[config.mk]
export PLATFORM = sky130hd
export DESIGN_NAME = ivmap_ctrl
export DESIGN_NICKNAME = d
export VERILOG_FILES = /design/src/design/ivmap_pkg.sv /design/src/design/ivmap_ctrl.sv
export SDC_FILE = /design/constraint.sdc
export NUM_CORES = 1
export LEC_CHECK = 0
export BUFFER_PORTS_ARGS = -buffer_cell sky130_fd_sc_hd__buf_2
export CORE_AREA = 3 3 49 51
export DETAILED_ROUTE_END_ITERATION = 16
export DIE_AREA = 0 0 52 54
export PLACE_DENSITY_LB_ADDON = 0.2
export SLEW_MARGIN = 20
export SYNTH_ARGS = -nofsm -noshare
export SYNTH_HDL_FRONTEND = slang
export SYNTH_SLANG_ARGS = --single-unit
[constraint.sdc]
create_clock -name clk -period 2.37 [get_ports clk]
set_clock_uncertainty 0.15 [all_clocks]
set_input_delay 0.474 -clock clk [delete_from_list [all_inputs] [get_ports clk]]
set_output_delay 0.474 -clock clk [all_outputs]
set_load 0.005 [all_outputs]
[src/design/ivmap_pkg.sv]
package ivmap_pkg;

  localparam int WINDOW_MAX = 64;

  localparam int WIN_AW     = (WINDOW_MAX > 1) ? $clog2(WINDOW_MAX) : 1;
  localparam int LEN_W      = $clog2(WINDOW_MAX + 1);
  localparam int CFG_LEN_W  = 7;
  localparam int LEN_CMP_W  = (LEN_W > CFG_LEN_W) ? LEN_W : CFG_LEN_W;
  localparam int LEN_RESET  = (WINDOW_MAX < 16) ? WINDOW_MAX : 16;

  localparam int SMP_W      = 16;
  localparam int VOLT_W     = 17;
  localparam int OFF_W      = 17;
  localparam int GAIN_W     = 32;
  localparam int ADJ_W      = 18;
  localparam int SCL_W      = 32;
  localparam int PROD_W     = 64;
  localparam int WORD_W     = SMP_W + VOLT_W;

  localparam int DIV_W      = SMP_W + WIN_AW;
  localparam int CSUM_W     = DIV_W;
  localparam int VSUM_W     = DIV_W + 1;
  localparam int DIV_CNT_W  = $clog2(DIV_W);

  localparam int IN_TDATA_W  = 48;
  localparam int OUT_TDATA_W = 168;
  localparam int OUT_FIELD_W = SMP_W + VOLT_W + 2 * SCL_W + PROD_W;

  localparam int CFG_AW = 3;
  localparam int CFG_DW = 32;

  localparam logic [CFG_AW-1:0] REG_WINDOW_LENGTH  = 3'd0;
  localparam logic [CFG_AW-1:0] REG_CURRENT_OFFSET = 3'd1;
  localparam logic [CFG_AW-1:0] REG_CURRENT_GAIN   = 3'd2;
  localparam logic [CFG_AW-1:0] REG_VOLTAGE_OFFSET = 3'd3;
  localparam logic [CFG_AW-1:0] REG_VOLTAGE_GAIN   = 3'd4;

  typedef enum logic [1:0] {
    MUL_CUR  = 2'd0,
    MUL_VOLT = 2'd1,
    MUL_PWR  = 2'd2
  } mul_sel_t;

  typedef struct packed {
    logic     accept;
    logic     update;
    logic     div_start;
    logic     div_volt;
    logic     cap_cavg;
    logic     cap_vavg;
    logic     adj_c;
    logic     adj_v;
    logic     mul_en;
    mul_sel_t mul_sel;
    logic     sat_c;
    logic     sat_v;
    logic     load_out;
  } cmd_t;

  typedef struct packed {
    logic emit;
    logic div_done;
    logic out_free;
  } sts_t;

endpackage

[src/design/ivmap_ctrl.sv]
module ivmap_ctrl (
  input  logic             clk,
  input  logic             rst_n,
  input  logic             in_tvalid,
  output logic             in_tready,
  input  ivmap_pkg::sts_t  sts,
  output ivmap_pkg::cmd_t  cmd
);

  typedef enum logic [10:0] {
    S_IDLE      = 11'b000_0000_0001,
    S_UPDATE    = 11'b000_0000_0010,
    S_DIVC_GO   = 11'b000_0000_0100,
    S_DIVC_WAIT = 11'b000_0000_1000,
    S_DIVV_GO   = 11'b000_0001_0000,
    S_DIVV_WAIT = 11'b000_0010_0000,
    S_MUL_C     = 11'b000_0100_0000,
    S_MUL_V     = 11'b000_1000_0000,
    S_SAT_V     = 11'b001_0000_0000,
    S_MUL_P     = 11'b010_0000_0000,
    S_LOAD      = 11'b100_0000_0000
  } state_t;

  state_t state_r, state_nxt;

  always_comb begin
    state_nxt   = state_r;
    cmd         = '0;
    cmd.mul_sel = ivmap_pkg::MUL_CUR;
    in_tready   = 1'b0;
    case (state_r)
      S_IDLE: begin
        in_tready = rst_n;
        if (in_tvalid && rst_n) begin
          cmd.accept = 1'b1;
          state_nxt  = S_UPDATE;
        end
      end
      S_UPDATE: begin
        cmd.update = 1'b1;
        state_nxt  = sts.emit ? S_DIVC_GO : S_IDLE;
      end
      S_DIVC_GO: begin
        cmd.div_start = 1'b1;
        state_nxt     = S_DIVC_WAIT;
      end
      S_DIVC_WAIT: begin
        if (sts.div_done) begin
          cmd.cap_cavg = 1'b1;
          state_nxt    = S_DIVV_GO;
        end
      end
      S_DIVV_GO: begin
        cmd.div_start = 1'b1;
        cmd.div_volt  = 1'b1;
        cmd.adj_c     = 1'b1;
        state_nxt     = S_DIVV_WAIT;
      end
      S_DIVV_WAIT: begin
        cmd.div_volt = 1'b1;
        if (sts.div_done) begin
          cmd.cap_vavg = 1'b1;
          state_nxt    = S_MUL_C;
        end
      end
      S_MUL_C: begin
        cmd.adj_v   = 1'b1;
        cmd.mul_en  = 1'b1;
        cmd.mul_sel = ivmap_pkg::MUL_CUR;
        state_nxt   = S_MUL_V;
      end
      S_MUL_V: begin
        cmd.sat_c   = 1'b1;
        cmd.mul_en  = 1'b1;
        cmd.mul_sel = ivmap_pkg::MUL_VOLT;
        state_nxt   = S_SAT_V;
      end
      S_SAT_V: begin
        cmd.sat_v = 1'b1;
        state_nxt = S_MUL_P;
      end
      S_MUL_P: begin
        cmd.mul_en  = 1'b1;
        cmd.mul_sel = ivmap_pkg::MUL_PWR;
        state_nxt   = S_LOAD;
      end
      S_LOAD: begin
        if (sts.out_free) begin
          cmd.load_out = 1'b1;
          state_nxt    = S_IDLE;
        end
      end
      default: begin
        state_nxt = S_IDLE;
      end
    endcase
  end

  always_ff @(posedge clk) begin
    if (!rst_n) begin
      state_r <= S_IDLE;
    end else begin
      state_r <= state_nxt;
    end
  end

endmodule

==> impl_metrics.yaml <==
outcome:
  run_status: "finished clean"
floorplanning:
  die_x_um: 52
  core-area_um2: 1980
  ios: 21
  start_util_pct: 35.2
  die_h_um: 54
  fp.dieArea_um2: 2810
  num_rows: 16
synth:
  synthTopCellsByCount: "nor2_1 (16), dfxtp_1 (11), nand2_1 (6)"
  synthArstFlopShare_pct: 0
  synth_compound_area_share_pct: 13.1
  ys_seq_elements: 11
  syn_inst: 81
  synth_mux_area_share_pct: 0
  synth_adder_area_share_pct: 0
  synth_most_common_cell: "nor2_1"
  synth_top_area_share_pct: 31.6
  yosysUniqueCellTypes: 33
  yosysTopAreaCell: "dfxtp_1"
  ys.flop_type: "dfxtp_1"
  yosys_warnings: 0
  syn-num-nets: 87
  synthTopCellsByArea: "dfxtp_1 (32%), nor2_1 (8.6%), nor4_4 (6.1%), nor3b_1 (4.3%), nand2_1 (3.2%)"
  synth_xor_area_share_pct: 2.51
  synth_top_family_by_area: "simple AND/OR/NAND/NOR gates"
  avgSynthCellArea_um2: 8.60
  synth-edff-count: 0
  synthSimpleGateAreaFrac_pct: 50.1
  yosysSeqAreaShare_pct: 31.6
  synth_area_um2: 697
setup_path:
  endpoint: "cmd[13]"
  cp-start-kind: "flop"
  r2r_slack_ns: 0.43
  cpPeakStageDelay_ns: 0.37
  reg2reg_depth: 4
  cp_data_arrival_time_ns: 1.71
  r2r-start: "state_r[1]"
  r2r-end: "state_r[7]"
  cpLargestDelayFamily: "simple AND/OR/NAND/NOR gates"
  critical-path-slowest-cell: "dfxtp_4"
  cp.depth: 7
  setup.worst_path.class: "reg2out"
  crit_start: "state_r[6]"
  path_buf_inv: 2
  cp_cell_sequence: "nor4_4 > buf_4 > and2_4 > nand2_4 > nor2_4 > and2_1 > buf_2"
  cp_max_fo: 5
  critPathCaptureType: "primary output"
  crit_required_ns: 1.75
layout:
  nets: 124
  antennaDiodeCount: 0
  fin_cells: 144
  fill_cells: 207
  reg.largest.list: "state_r: 11 flops"
  area_growth_pct: 48.1
  largest_reg_flops: 11
  final_layout_size_suffix_gt1_share_pct: 49.6
  largest-register: "state_r"
power_and_ir_drop:
  p_switching_mw: 0.114
  pwr_density_cell_nw_per_um2: 392
  p_int_mw: 0.290
  power_frac_clock_pct: 32.4
  leakage_nw: 0.434
  seq_power_share_pct: 47.8
  peakVddDrop_mv: 0.248
  netSwitchingFraction_pct: 28.2
  p_comb_share_pct: 19.8
sta:
  rsz0062_at_grt: "yes"
  worst_pin_slew_ns: 0.371
  period_share_pct: 98.5
  timing_hold_violations_final: 0
  slew_headroom_pct: 75.0
  post-route-min-period_ns: 2.33
  setup_slack_ns: 0.0357
  final_max_slew_viol_count: 0
  fmax_ghz: 0.428
  setup_viol: 0
grt:
  grt_max_degree: 8
  antenna_found_initial: 0
  overflow: 0
  grt_pass1_wl_mm: 2.86
  track_usage_pct: 14.1
  first_global_vias: 630
cts:
  insertion_delay_ns: 0.26
  root_buffer: "clkbuf_4"
  cts_tree: "done"
  clock_sinks: 11
  cts_htree_levels: 1
  cts_buffer_depth: 2
  cts_buffers: 3
  clk_pin_slew_ns: 0.08
routing:
  vias_per_cell: 4.98
  vias: 717
  drcViolationCount: 0
  drt_iter0_drc: 14
  drtAntennaViolNets: 0
  totalWireLength_mm: 1.84
  drt-pass1-iter-count: 3
  wl_per_cell_um: 12.8
placement:
  dp_slack_ns: 0.125
  portBuffers: 20
  place_congestion: 0.742
  dpl.hpwl_mm: 1.33
  dp_cells: 130
worst_hold_path:
  hold_class: "in2reg"
job:
  max-cap-violations: 0
[layout make-up]
class | count | area [um2] | share of cell area (%)
Clock buffer | 4 | 26.3 | 2.55
Inverter | 5 | 18.8 | 1.82
Multi-Input combinational cell | 65 | 533 | 51.6
Sequential cell | 11 | 230 | 22.3
Tap cell | 27 | 33.8 | 3.27
Timing Repair Buffer | 32 | 190 | 18.4
[cell usage in the layout (no fill, tap or decap), drive strengths merged, types with 2 or more instances in the layout]
cell and instances:
a21oi 2, and2 3, buf 32, clkbuf 4
dfxtp 11, inv 5, nand2 6, nand2b 3
nand3 3, nand4 2, nor2 16, nor3 3
nor3b 4, nor4 3, nor4b 3, or4b 2
[repair_timing]
item                       CTS  global route
setup endpoints to repair    1             9
setup buffers                3             7
hold buffers                 0             0
pin swaps                    2             9
resized for setup            3            19
[worst register-to-register path, stage by stage, from the launching register on]
cell	delay (ns)
dfxtp_1	0.40
or4b_1	0.63
o31ai_1	0.37
or2_2	0.23
nor4b_1	0.06
[worst min path at each step]
stage,start,to,cells past startpoint
2_1_floorplan,state_r[6],state_r[7],1
3_3_place_gp,state_r[6],state_r[7],1
3_5_place_dp,state_r[6],state_r[7],1
4_1_cts,sts[2],state_r[2],3
5_1_grt,sts[2],state_r[2],3
6_report,sts[2],state_r[2],3
[metrics by stage]
stage | instance area [um2] | util, % | power (mW) | setup TNS, ns | hold WS (ns)
2_1_floorplan | 697 | - | 0.238 | 0 | 0.409
3_3_place_gp | 846 | 42.7 | 0.260 | 0 | 0.434
3_5_place_dp | 846 | 42.7 | 0.260 | 0 | 0.448
4_1_cts | 901 | 45.5 | 0.393 | 0 | 0.271
5_1_grt | 1030 | 52.1 | 0.436 | -0.180 | 0.244
6_report | 1030 | 52.1 | 0.404 | 0 | 0.271
[power groups by stage]
stage	Sequential, mW	Combinational, mW	Clock (mW)
after floorplan	0.198	0.0404	0
after global placement	0.199	0.0604	0
after detailed placement	0.200	0.0606	0
after CTS	0.194	0.0613	0.137
after global routing	0.194	0.0882	0.153
final	0.193	0.0802	0.131
[layer usage]
layer	part of all wire (%)	global-route usage, %	up-vias
met5	0	0	-
met4	0.54	6.55	0
li1	-	-	369
met2	51	23.2	14
met3	4.5	3.32	2
met1	44	17.4	332
[kinds of logic (layout without fill, tap and decap cells)]
family          after synthesis  in the layout
buf+inv                       5             41
flops                        11             11
compound gates               10             10
xor+xnor                      2              2
simple gates                 53             53
No activity file was read; power rests on OpenSTA's default activity.
